==> src/hdl/ssd_pwm_pkg.sv <==
// Shared constants, types and helper functions of the seven-segment PWM frame builder.
package ssd_pwm_pkg;

  // PWM run length and the widths that follow from it
  localparam int STEP_COUNT = 32;
  localparam int STEP_W     = (STEP_COUNT > 1) ? $clog2(STEP_COUNT) : 1;
  localparam int LVL_W      = $clog2(STEP_COUNT + 1);

  // Frame geometry
  localparam int DIGIT_COUNT = 14;
  localparam int FRAME_W     = 8 * DIGIT_COUNT;
  localparam int STEP_OUT_W  = 5;

  // Stream widths
  localparam int IN_W         = 52;
  localparam int IN_TDATA_W   = ((IN_W + 7) / 8) * 8;
  localparam int OUT_W        = FRAME_W + STEP_OUT_W;
  localparam int OUT_TDATA_W  = ((OUT_W + 7) / 8) * 8;

  // Configuration port
  localparam int CFG_IDX_W  = 2;
  localparam int CFG_DATA_W = 64;

  typedef enum logic [CFG_IDX_W-1:0] {
    CFG_BRIGHTNESS = 2'd0,
    CFG_DIGIT_LOW  = 2'd1,
    CFG_DIGIT_HIGH = 2'd2
  } cfg_reg_t;

  // Segment a..g in bit 0..6, and the pin each segment drives
  localparam logic [6:0] SEGS [10] = '{
    7'h3F, 7'h05, 7'h6E, 7'h4F, 7'h55, 7'h5B, 7'h7B, 7'h07, 7'h7F, 7'h5F
  };
  localparam int unsigned PERM [8] = '{2, 0, 1, 3, 5, 4, 6, 7};
  localparam int unsigned DP_PIN = 7;

  // One decimal digit and what is left below it
  typedef struct packed {
    logic [3:0] digit;
    logic [9:0] rest;
  } split_t;

  // Map a decimal digit to its output pin pattern
  function automatic logic [7:0] seg_pins(input logic [3:0] d);
    logic [6:0] src;
    logic [7:0] r;
    src = '0;
    r   = '0;
    for (int k = 0; k < 10; k++) begin
      if (d == 4'(k)) src = SEGS[k];
    end
    for (int s = 0; s < 7; s++) begin
      if (src[s]) r[PERM[s]] = 1'b1;
    end
    return r;
  endfunction

  // Pin that carries the decimal point
  function automatic logic [7:0] dp_pins();
    logic [7:0] r;
    r = '0;
    r[PERM[DP_PIN]] = 1'b1;
    return r;
  endfunction

  // Global gain: min(level,10) * 255 / 10
  function automatic logic [7:0] level_gain(input logic [3:0] lvl);
    logic [7:0] g;
    case (lvl)
      4'd0:    g = 8'd0;
      4'd1:    g = 8'd25;
      4'd2:    g = 8'd51;
      4'd3:    g = 8'd76;
      4'd4:    g = 8'd102;
      4'd5:    g = 8'd127;
      4'd6:    g = 8'd153;
      4'd7:    g = 8'd178;
      4'd8:    g = 8'd204;
      4'd9:    g = 8'd229;
      default: g = 8'd255;
    endcase
    return g;
  endfunction

  // Truncating divide by 255, exact for values up to 255 * 255
  function automatic logic [7:0] div255(input logic [15:0] x);
    logic [16:0] t;
    t = 17'(x) + 17'(x[15:8]) + 17'd1;
    return t[15:8];
  endfunction

  // Thousands digit of a 14-bit value taken modulo 10000, remainder below 1000
  function automatic split_t split_thousands(input logic [13:0] v);
    logic [4:0]  idx;
    logic [13:0] base;
    split_t      r;
    idx  = '0;
    base = '0;
    for (int k = 1; k <= 16; k++) begin
      if (v >= 14'(k * 1000)) begin
        idx  = 5'(k);
        base = 14'(k * 1000);
      end
    end
    r.digit = (idx >= 5'd10) ? 4'(idx - 5'd10) : 4'(idx);
    r.rest  = 10'(v - base);
    return r;
  endfunction

  // Hundreds digit of a value below 1024 taken modulo 1000, remainder below 100
  function automatic split_t split_hundreds(input logic [9:0] v);
    logic [3:0] idx;
    logic [9:0] base;
    split_t     r;
    idx  = '0;
    base = '0;
    for (int k = 1; k <= 10; k++) begin
      if (v >= 10'(k * 100)) begin
        idx  = 4'(k);
        base = 10'(k * 100);
      end
    end
    r.digit = (idx == 4'd10) ? 4'd0 : idx;
    r.rest  = v - base;
    return r;
  endfunction

  // Tens digit of a value below 100, remainder is the units digit
  function automatic split_t split_tens(input logic [6:0] v);
    logic [3:0] idx;
    logic [6:0] base;
    split_t     r;
    idx  = '0;
    base = '0;
    for (int k = 1; k <= 9; k++) begin
      if (v >= 7'(k * 10)) begin
        idx  = 4'(k);
        base = 7'(k * 10);
      end
    end
    r.digit = idx;
    r.rest  = 10'(v - base);
    return r;
  endfunction

endpackage

==> src/hdl/seven_segment_pwm_frame_builder.sv <==
// Top level of the seven-segment PWM frame builder: digit split, segment mapping, frame output.

// Each accepted request (two 4-digit values, two 3-digit values, four decimal-point
// flags) yields STEP_COUNT frames of 14 segment bytes, one frame per clock cycle while
// m_axis_tready is high, steps 0 to STEP_COUNT-1, with tlast on the final one. The
// frame counter sets the sustained rate: one request per STEP_COUNT (32) frames. Three
// register stages split the values into decimal digits; a request passes stages 1 to 3,
// then the frame and output registers, before its first frame appears. The next request
// is taken in while the current run is still being sent and follows it without a gap.
// Brightness levels come from a three-stage pipeline off the configuration registers.
module seven_segment_pwm_frame_builder (
  input  logic                                 clk,
  input  logic                                 rst,
  // {second_three_digit_point, second_three_digit_value, first_three_digit_point,
  //  first_three_digit_value, second_four_digit_point, second_four_digit_value,
  //  first_four_digit_point, first_four_digit_value} from bit 51 down to bit 0
  input  logic [ssd_pwm_pkg::IN_TDATA_W-1:0]   s_axis_tdata,
  input  logic                                 s_axis_tvalid,
  output logic                                 s_axis_tready,
  // frame_low [63:0], frame_high [111:64], step_index [116:112], zero pad above
  output logic [ssd_pwm_pkg::OUT_TDATA_W-1:0]  m_axis_tdata,
  output logic                                 m_axis_tlast,
  output logic                                 m_axis_tvalid,
  input  logic                                 m_axis_tready,
  input  logic                                 cfg_valid,
  output logic                                 cfg_ready,
  input  logic [ssd_pwm_pkg::CFG_IDX_W-1:0]    cfg_index,
  input  logic [ssd_pwm_pkg::CFG_DATA_W-1:0]   cfg_data
);
  import ssd_pwm_pkg::*;

  // Configuration registers
  logic [3:0]  brightness_level;
  logic [63:0] digit_brightness_low;
  logic [47:0] digit_brightness_high;

  // Level pipeline
  logic [DIGIT_COUNT-1:0][15:0]      bright_prod;
  logic [DIGIT_COUNT-1:0][7:0]       bright_scaled;
  logic [DIGIT_COUNT-1:0][LVL_W-1:0] level;
  logic [FRAME_W-1:0]                digit_bright;

  // Stage 1: raw request
  logic              v1;
  logic [1:0][13:0]  s1_val4;
  logic [1:0][9:0]   s1_val3;
  logic [3:0]        s1_point;

  // Stage 2: leading digit split off
  logic              v2;
  logic [1:0][3:0]   s2_th4;
  logic [1:0][9:0]   s2_rem4;
  logic [1:0][3:0]   s2_h3;
  logic [1:0][6:0]   s2_rem3;
  logic [3:0]        s2_point;

  // Stage 3: second digit split off
  logic              v3;
  logic [1:0][3:0]   s3_th4;
  logic [1:0][3:0]   s3_h4;
  logic [1:0][6:0]   s3_rem4;
  logic [1:0][3:0]   s3_h3;
  logic [1:0][3:0]   s3_t3;
  logic [1:0][3:0]   s3_u3;
  logic [3:0]        s3_point;

  // Frame stage
  logic                              busy;
  logic [STEP_W-1:0]                 step;
  logic [DIGIT_COUNT-1:0][7:0]       frame_bytes;
  logic [DIGIT_COUNT-1:0][3:0]       load_digits;
  logic [DIGIT_COUNT-1:0][7:0]       load_bytes;
  logic [DIGIT_COUNT-1:0][7:0]       step_bytes;

  // Output register
  logic                   out_valid;
  logic                   out_last;
  logic [STEP_OUT_W-1:0]  out_step;
  logic [FRAME_W-1:0]     out_frame;

  // Handshake chain
  logic out_free, emit, last, frame_free, load3, s3_free, adv2, s2_free, adv1, s1_free;
  logic in_acc;

  split_t [1:0] sp_th4, sp_h3, sp_h4, sp_t3, sp_t4;

  assign out_free   = !out_valid || m_axis_tready;
  assign emit       = busy && out_free;
  assign last       = (step == STEP_W'(STEP_COUNT - 1));
  assign frame_free = !busy || (emit && last);
  assign load3      = v3 && frame_free;
  assign s3_free    = !v3 || frame_free;
  assign adv2       = v2 && s3_free;
  assign s2_free    = !v2 || s3_free;
  assign adv1       = v1 && s2_free;
  assign s1_free    = !v1 || s2_free;

  assign s_axis_tready = !rst && s1_free;
  assign in_acc        = s_axis_tvalid && s_axis_tready;
  assign cfg_ready     = 1'b1;

  // Write configuration registers; unknown indexes are dropped
  always_ff @(posedge clk) begin
    if (rst) begin
      brightness_level      <= 4'd10;
      digit_brightness_low  <= '1;
      digit_brightness_high <= '1;
    end else if (cfg_valid && cfg_ready) begin
      case (cfg_index)
        CFG_BRIGHTNESS: brightness_level      <= cfg_data[3:0];
        CFG_DIGIT_LOW:  digit_brightness_low  <= cfg_data;
        CFG_DIGIT_HIGH: digit_brightness_high <= cfg_data[47:0];
        default: ;
      endcase
    end
  end

  // Derive per-digit PWM levels: gain multiply, divide by 255, then scale by STEP_COUNT and divide by 255
  assign digit_bright = {digit_brightness_high, digit_brightness_low};

  always_ff @(posedge clk) begin
    for (int d = 0; d < DIGIT_COUNT; d++) begin
      bright_prod[d]   <= 16'(digit_bright[8*d +: 8]) * 16'(level_gain(brightness_level));
      bright_scaled[d] <= div255(bright_prod[d]);
      level[d]         <= LVL_W'(div255(16'(bright_scaled[d]) * 16'(STEP_COUNT)));
    end
  end

  // Stage valids and frame control
  always_ff @(posedge clk) begin
    if (rst) begin
      v1   <= 1'b0;
      v2   <= 1'b0;
      v3   <= 1'b0;
      busy <= 1'b0;
      step <= '0;
    end else begin
      v1   <= in_acc || (v1 && !adv1);
      v2   <= adv1 || (v2 && !adv2);
      v3   <= adv2 || (v3 && !load3);
      busy <= load3 || (busy && !(emit && last));
      if (emit) begin
        step <= last ? '0 : step + STEP_W'(1);
      end
    end
  end

  // Capture the request
  always_ff @(posedge clk) begin
    if (in_acc) begin
      s1_val4[0]  <= s_axis_tdata[13:0];
      s1_point[0] <= s_axis_tdata[14];
      s1_val4[1]  <= s_axis_tdata[28:15];
      s1_point[1] <= s_axis_tdata[29];
      s1_val3[0]  <= s_axis_tdata[39:30];
      s1_point[2] <= s_axis_tdata[40];
      s1_val3[1]  <= s_axis_tdata[50:41];
      s1_point[3] <= s_axis_tdata[51];
    end
  end

  // Split off the leading digits
  always_comb begin
    for (int i = 0; i < 2; i++) begin
      sp_th4[i] = split_thousands(s1_val4[i]);
      sp_h3[i]  = split_hundreds(s1_val3[i]);
    end
  end

  always_ff @(posedge clk) begin
    if (adv1) begin
      for (int i = 0; i < 2; i++) begin
        s2_th4[i]  <= sp_th4[i].digit;
        s2_rem4[i] <= sp_th4[i].rest;
        s2_h3[i]   <= sp_h3[i].digit;
        s2_rem3[i] <= sp_h3[i].rest[6:0];
      end
      s2_point <= s1_point;
    end
  end

  // Split off the second digits
  always_comb begin
    for (int i = 0; i < 2; i++) begin
      sp_h4[i] = split_hundreds(s2_rem4[i]);
      sp_t3[i] = split_tens(s2_rem3[i]);
    end
  end

  always_ff @(posedge clk) begin
    if (adv2) begin
      for (int i = 0; i < 2; i++) begin
        s3_th4[i]  <= s2_th4[i];
        s3_h4[i]   <= sp_h4[i].digit;
        s3_rem4[i] <= sp_h4[i].rest[6:0];
        s3_h3[i]   <= s2_h3[i];
        s3_t3[i]   <= sp_t3[i].digit;
        s3_u3[i]   <= sp_t3[i].rest[3:0];
      end
      s3_point <= s2_point;
    end
  end

  // Finish the 4-digit split and map every digit to pins
  always_comb begin
    for (int i = 0; i < 2; i++) begin
      sp_t4[i] = split_tens(s3_rem4[i]);
      load_digits[4*i + 0] = s3_th4[i];
      load_digits[4*i + 1] = s3_h4[i];
      load_digits[4*i + 2] = sp_t4[i].digit;
      load_digits[4*i + 3] = sp_t4[i].rest[3:0];
      load_digits[8 + 3*i + 0] = s3_h3[i];
      load_digits[8 + 3*i + 1] = s3_t3[i];
      load_digits[8 + 3*i + 2] = s3_u3[i];
    end
    for (int d = 0; d < DIGIT_COUNT; d++) begin
      load_bytes[d] = seg_pins(load_digits[d]);
    end
    // Decimal point sits on the second digit of each display
    if (s3_point[0]) load_bytes[1]  = load_bytes[1]  | dp_pins();
    if (s3_point[1]) load_bytes[5]  = load_bytes[5]  | dp_pins();
    if (s3_point[2]) load_bytes[9]  = load_bytes[9]  | dp_pins();
    if (s3_point[3]) load_bytes[12] = load_bytes[12] | dp_pins();
  end

  always_ff @(posedge clk) begin
    if (load3) begin
      frame_bytes <= load_bytes;
    end
  end

  // Gate each byte by its PWM level for the current step
  always_comb begin
    for (int d = 0; d < DIGIT_COUNT; d++) begin
      step_bytes[d] = (LVL_W'(step) < level[d]) ? frame_bytes[d] : 8'd0;
    end
  end

  // Output register: hold while stalled, drop once taken
  always_ff @(posedge clk) begin
    if (rst) begin
      out_valid <= 1'b0;
    end else if (emit) begin
      out_valid <= 1'b1;
    end else if (m_axis_tready) begin
      out_valid <= 1'b0;
    end
  end

  always_ff @(posedge clk) begin
    if (emit) begin
      out_frame <= step_bytes;
      out_step  <= STEP_OUT_W'(step);
      out_last  <= last;
    end
  end

  assign m_axis_tvalid = out_valid;
  assign m_axis_tlast  = out_last;
  assign m_axis_tdata  = {(OUT_TDATA_W - OUT_W)'(0), out_step, out_frame};

  // Final frame carries the last step index
  a_last_step: assert property (@(posedge clk) disable iff (rst)
    (m_axis_tvalid && m_axis_tlast) |-> (out_step == STEP_OUT_W'(STEP_COUNT - 1)))
    else $error("tlast on a frame that is not the final step");

  // Frames of one run follow each other with consecutive steps
  a_step_follow: assert property (@(posedge clk) disable iff (rst)
    (m_axis_tvalid && m_axis_tready && !m_axis_tlast) |=>
      (m_axis_tvalid && out_step == $past(out_step) + STEP_OUT_W'(1)))
    else $error("frame run broken or step skipped");

  // Idle frame stage keeps its counter at zero
  a_idle_step: assert property (@(posedge clk) disable iff (rst)
    !busy |-> (step == '0))
    else $error("step counter not at zero while idle");

  // No frame appears from an empty frame stage
  a_no_phantom: assert property (@(posedge clk) disable iff (rst)
    (!busy && !m_axis_tvalid) |=> !m_axis_tvalid)
    else $error("frame emitted with no run in progress");

endmodule

==> config.mk <==
export PLATFORM = sky130hd
export DESIGN_NAME = seven_segment_pwm_frame_builder
export DESIGN_NICKNAME = d
export VERILOG_FILES = /design/src/hdl/ssd_pwm_pkg.sv /design/src/hdl/seven_segment_pwm_frame_builder.sv
export SDC_FILE = /design/constraint.sdc
export NUM_CORES = 2
export LEC_CHECK = 0
export BUFFER_PORTS_ARGS = -buffer_cell sky130_fd_sc_hd__buf_2
export CORE_MARGIN = 2
export CORE_UTILIZATION = 25
export CTS_BUF_LIST = sky130_fd_sc_hd__clkbuf_16
export DETAILED_ROUTE_END_ITERATION = 16
export GPL_ROUTABILITY_DRIVEN = 0
export PLACE_DENSITY_LB_ADDON = 0.1
export SETUP_SLACK_MARGIN = 0.3
export SYNTH_ARGS = -nofsm -noshare
export SYNTH_HDL_FRONTEND = slang
export SYNTH_SLANG_ARGS = --single-unit
==> constraint.sdc <==
create_clock -name clk -period 15.55 [get_ports clk]
set_input_delay 1.555 -clock clk [delete_from_list [all_inputs] [get_ports clk]]
set_output_delay 1.555 -clock clk [all_outputs]
set_load 0.01 [all_outputs]
=== Yosys cells after proc, flatten, opt, wreduce, memory -nomap -nowiden ===
Memory sizes are Yosys's and may differ from the RTL's. A register that Yosys moved wholly into a read port is not among the register bits.
Cells that the tools add are included.

* Bits in registers: 920
* Bits in read-only memories: 1792
* Output and inout port bits: 124
* Logic and storage cells: 1004
* Memories: 14

{| class="wikitable"
|+ Memory list
! name !! words !! bits a word !! rd ports !! clocked after Yosys merged registers in !! wr ports !! RTL line !! RTL
|-
| (name not given) || 16 || 8 || 1 || 1 || 0 || ssd_pwm_pkg.sv:69 || <nowiki>case (lvl)</nowiki>
|-
| (name not given) || 16 || 8 || 1 || 1 || 0 || ssd_pwm_pkg.sv:69 ||
|-
| (name not given) || 16 || 8 || 1 || 1 || 0 || ssd_pwm_pkg.sv:69 ||
|-
| (name not given) || 16 || 8 || 1 || 1 || 0 || ssd_pwm_pkg.sv:69 ||
|-
| (name not given) || 16 || 8 || 1 || 1 || 0 || ssd_pwm_pkg.sv:69 ||
|-
| (name not given) || 16 || 8 || 1 || 1 || 0 || ssd_pwm_pkg.sv:69 ||
|-
| 8 more memories || -- || -- || -- || -- || -- || -- ||
|}

* Add/sub/neg operators: 69
* $mul: 14
* Magnitude comparators: 124
* Equality and inequality tests: 133
* Muxes and demuxes: 489
* Reductions and logical operators: 51

{| class="wikitable"
|+ Operators with widths
! cell !! count
|-
| $mux W7 || 166
|-
| $mux W4 || 130
|-
| $mux W10 || 32
|-
| $add A16 B1 Y16 const B || 14
|-
| $add A16 B8 Y16 || 14
|-
| $eq A4 B3 Y1 const B || 56
|-
| $ge A14 B14 Y1 const B || 16
|-
| $mul A8 B8 Y16 || 14
|-
| $ge A10 B10 Y1 const B || 20
|-
| $add A13 B5 Y14 || 14
|-
| $add A14 B1 Y14 const B || 14
|-
| $mux W5 || 31
|-
| $eq A4 B4 Y1 const B || 32
|-
| $ge A10 B9 Y1 const B || 12
|-
| $eq A4 B2 Y1 const B || 28
|-
| $ge A14 B13 Y1 const B || 8
|-
| $mux W1 || 112
|-
| $ge A7 B6 Y1 const B || 12
|-
| $ge A7 B7 Y1 const B || 12
|-
| $lt A5 B6 Y1 || 14
|-
| $mux W6 || 14
|-
| $eq A4 B1 Y1 const B || 14
|-
| $ge A14 B12 Y1 const B || 4
|-
| $ge A7 B5 Y1 const B || 8
|-
| 23 further kinds || 89
|}

=== Depth between registers and ports, before layout ===
* Depth in word-level cells: 23
* Gate-level depth with buffers: 19

=== Worst setup path before layout ===
Ideal clock, no wire load.

* Path kind: input -> register
* Start point: input m_axis_tready
* End point: register frame_bytes[0] in the netlist's numbering (enable)
* Library setup time: 0.575 ns
* Arrival time: 6.307 ns
* Data required time: 14.975 ns
* Slack: 8.668 ns
* Stages: 3
* Path through: nand2b_1 a21oi_1 nor2b_1

* Cells in the longest elaborated chain, start to end: 5

{| class="wikitable"
|+ Ends and longest elaborated chain
! what !! RTL line !! RTL
|-
| start: declaration || seven_segment_pwm_frame_builder.sv:24 || <nowiki>input logic m_axis_tready,</nowiki>
|-
| $logic_or A1 B1 Y1 || seven_segment_pwm_frame_builder.sv:87 || <nowiki>assign out_free = !out_valid || m_axis_tready;</nowiki>
|-
| $logic_and A1 B1 Y1 || seven_segment_pwm_frame_builder.sv:88 || <nowiki>assign emit = busy && out_free;</nowiki>
|-
| $logic_and A1 B1 Y1 || seven_segment_pwm_frame_builder.sv:90 || <nowiki>assign frame_free = !busy || (emit && last);</nowiki>
|-
| $logic_or A1 B1 Y1 || seven_segment_pwm_frame_builder.sv:90 ||
|-
| $logic_and A1 B1 Y1 || seven_segment_pwm_frame_builder.sv:91 || <nowiki>assign load3 = v3 && frame_free;</nowiki>
|-
| via load3 || seven_segment_pwm_frame_builder.sv:82 || <nowiki>logic out_free, emit, last, frame_free, load3, s3_free, adv2, s2_free, adv1, s1_free;</nowiki>
|-
| end signal: assignment || seven_segment_pwm_frame_builder.sv:228 || <nowiki>frame_bytes <= load_bytes;</nowiki>
|-
| end: declaration || seven_segment_pwm_frame_builder.sv:70 || <nowiki>logic [DIGIT_COUNT-1:0][7:0] frame_bytes;</nowiki>
|}

The timed path passes the listed nets, and every way through them passes these cells.
A chain may end at the register's enable or synchronous reset.

==> results.py <==
metrics = {
    "cts": {
        "ctsHoldBuffers": 0,
        "worst_setup_hold_path_clk_slew_ns": 0.06,
        "tritoncts": "done",
        "cts_buffer_depth": 3,
        "cts_resized": 0,
        "h-tree-depth": 3,
        "postCtsSetupRepairBufs": 0,
        "clk_root_buffer_cell": "sky130_fd_sc_hd__clkbuf_16",
        "clk-insertion-delay-late_ns": 0.76,
        "clock-sinks": 927,
        "cts_inserted_buffers": 121,
    },
    "placed_design": {
        "post-dp-hpwl_um": 133000,
        "portBuffers": 232,
    },
    "pwr": {
        "p_sw_frac": 0.418,
        "power.sequential.fraction": 0.238,
        "intPower_uw": 9250,
        "ir_drop_mv": 0.145,
        "total_leakage_power_uw": 0.0327,
        "clkPwrFrac": 0.169,
        "power.density_cell_area_nw_per_um2": 210,
        "switching_power_uw": 6640,
        "power.share.combinational": 0.594,
    },
    "floorplanning": {
        "start_util": 0.251,
        "placementRows": 190,
        "boundaryPins": 251,
        "die_h_um": 522,
        "fp.dieArea_um2": 272000,
        "fp.dieW_um": 522,
        "design.core.area_um2": 267000,
    },
    "logic_synthesis": {
        "netlist.top_cell.by_area": "sky130_fd_sc_hd__edfxtp_1",
        "syn_area_per_cell_um2": 9.93,
        "netlist_top_cells_area": "sky130_fd_sc_hd__edfxtp_1 (17%), sky130_fd_sc_hd__dfxtp_1 (17%), sky130_fd_sc_hd__fa_1 (15%)",
        "post_synth_inst_count": 6742,
        "dominantRegCellSynth": "sky130_fd_sc_hd__dfxtp_1",
        "synth_most_common_cell": "sky130_fd_sc_hd__inv_1",
        "synth_warnings": 0,
        "synth_area_um2": 67000,
        "yosys_register_bits": 927,
        "async_reset_ff_frac": 0,
        "number_of_distinct_library_cell_variants_in_the_gate_level_netlist_after_synthesis": 82,
        "yosys.area.top_type_share": 0.168,
        "synth_commonest_cells": "sky130_fd_sc_hd__inv_1 (770), sky130_fd_sc_hd__ha_1 (701), sky130_fd_sc_hd__and2_1 (602)",
        "ys_seq_area_frac": 0.333,
        "synth-edff-count": 374,
    },
    "timing": {
        "setup_tns_ns": 0,
        "finalSetupViolCount": 0,
        "fin_skew_ns": 0.0477,
        "max_slew.worst_pin.slew_ns": 1.02,
        "hold_viol": 0,
        "fmax_mhz": 166,
        "relSlewSlack": 0.323,
        "grt_setup_unrepaired": "no",
        "slew_violations": 0,
        "fin_crit_ns": 6.03,
        "final_min_period_over_clock_period": 0.388,
    },
    "cells_and_area": {
        "syn_to_final_growth_pct": 13.0,
        "regArea_um2": 22300,
        "num-fill-cells": 28300,
        "multi_input_comb_area_um2": 40800,
        "postLayoutCoreUtil": 0.283,
        "nNetsFinal": 8236,
        "post_route_cells_drive_above_1_share": 0.0696,
    },
    "critical_path": {
        "cpMaxStageDelayCell": "sky130_fd_sc_hd__dfxtp_4",
        "arrival_ns": 6.64,
        "largest_stage_delay_on_the_critical_path_ns": 0.92,
        "crit_buf_inv": 3,
        "worst_path_most_repeated_cell": "sky130_fd_sc_hd__fa_1",
        "timing.critical_path.from_type": "register",
        "crit_fanout": 62,
        "worstPathCellList": "buf_4 > and2_1 > fa_1 > fa_1 > fa_1 > inv_1 > fa_1 > inv_1 > ha_1 > o21a_1 > o31a_1 > o31a_1 > o21bai_1 > a21oi_1 > or3_1",
        "cp-end-kind": "register",
        "crit_family": "adder cells",
        "worst-setup-path-type": "register to register",
        "critical_path_required_ns": 16.16,
    },
    "grt": {
        "antenna_found_initial": 32,
        "grt_max_degree": 87,
        "grt_first_pass_wirelength_um": 285000,
        "grt.busiest_layer": "met2",
        "grtUsageTotal": 0.133,
        "grtUsageMet2": 0.228,
        "grt_pass1_vias": 49000,
        "use_met3": 0.0179,
        "grt_overflow_total": 0,
        "grt.met1_usage": 0.174,
    },
    "drt": {
        "firstDrtPassIters": 5,
        "drtAntennaViolNets": 0,
        "routedWlPerCell_um": 17.0,
        "remaining_drc_errors": 0,
        "viasPerCell": 4.40,
        "drt_iter0_markers": 2134,
        "num_vias": 46500,
        "wl_um": 180000,
    },
    "min_path": {
        "worst_hold_path_type": "register to register",
        "hold_wc_startpoint": "s2_h3[7]",
    },
    "run_status": {
        "run_status": "finished, final reports clean",
    },
    "job": {
        "cap_viol_max_count": 0,
    },
}
layout make-up:
| cell class | count | area share |
|---|---|---|
| Antenna cell | 8 | 0.000264 |
| Clock buffer | 124 | 0.0410 |
| Clock inverter | 98 | 0.00916 |
| Inverter | 772 | 0.0383 |
| Multi-Input combinational cell | 4812 | 0.540 |
| Sequential cell | 927 | 0.295 |
| Tap cell | 3552 | 0.0587 |
| Timing Repair Buffer | 260 | 0.0181 |
worst paths after layout:
path,to,slack (ns),cells past startpoint
worst min-delay path,load_digits[47],0.41,0
worst max-delay path,bright_prod[31],9.52,15
worst min register to register,load_digits[47],0.41,0
worst max register to register,bright_prod[31],9.52,15
cells in the final DEF, fill, tap and decap left out, drive strengths merged, types with 47 or more instances in the layout:
| cell | netlist | layout |
|---|---|---|
| clkbuf | 199 | 124 |
| nor3 | 54 | 54 |
| xor2 | 47 | 47 |
| o21ai | 208 | 208 |
| clkinv | 0 | 56 |
| a21boi | 125 | 125 |
| nand2 | 570 | 570 |
| and3 | 49 | 49 |
| nand3 | 75 | 75 |
| buf | 44 | 260 |
| dfxtp | 553 | 553 |
| nand3b | 116 | 116 |
| a21o | 145 | 145 |
| edfxtp | 374 | 374 |
| o21a | 77 | 77 |
| xnor2 | 216 | 216 |
| inv | 772 | 804 |
| nor2 | 326 | 326 |
| ha | 701 | 701 |
| nor2b | 136 | 136 |
| a21oi | 213 | 213 |
| fa | 514 | 514 |
| a211oi | 50 | 50 |
| and2 | 603 | 603 |
metrics by stage:
step                      total power, uW  area [um^2]  worst slack, ns  hold WS (ns)  instances
after floorplan                     11200        67000             8.67         0.400       6754
after global placement              13400        71900             9.57         0.401      10300
after detailed placement            13400        71900             9.48         0.405      10300
after CTS                           16300        75700             9.43         0.414      10500
after global routing                17800        75700             9.18         0.416      10600
final                               15900        75700             9.52         0.412      10600
layer usage:
| layer | routed length (um) | vias up |
|---|---|---|
| li1 | - | 23200 |
| met1 | 84100 | 22500 |
| met2 | 85300 | 595 |
| met3 | 5420 | 213 |
| met4 | 5040 | 0 |
| met5 | 0 | - |
sequential cells by signal, summed over array words and instances, names as in the netlist, 28 cells and up, named ones only:
| name | flops |
|---|---|
| out_frame | 102 |
| bright_scaled | 112 |
| frame_bytes | 102 |
| digit_brightness_low | 64 |
| level | 84 |
| digit_brightness_high | 48 |
| load_digits | 40 |
| bright_prod | 224 |
| s1_val4 | 28 |
cells by family (layout without fill, tap and decap cells):
kind of cell | after synthesis | in the layout | synth area share
AO/OA/AOI/OAI | 1177 | 1177 | 0.120
XOR/XNOR | 263 | 263 | 0.0344
adder cells (fa/ha/maj) | 1216 | 1216 | 0.285
buffers and inverters | 1015 | 1254 | 0.0583
flip-flops | 927 | 927 | 0.333
multiplexers | 18 | 18 | 0.00273
other | 2 | 22 | 0.000112
AND/OR/NAND/NOR | 2124 | 2124 | 0.166
power by group through the flow:
stage	combinational [uW]	sequential (uW)	clock [uW]
finish	9440	3780	2680
floorplan	7620	3620	0
CTS	9640	3800	2810
global placement	9520	3850	0
detailed placement	9550	3850	0
global route	11000	3860	2890
Power figures use the tool's default switching activity.
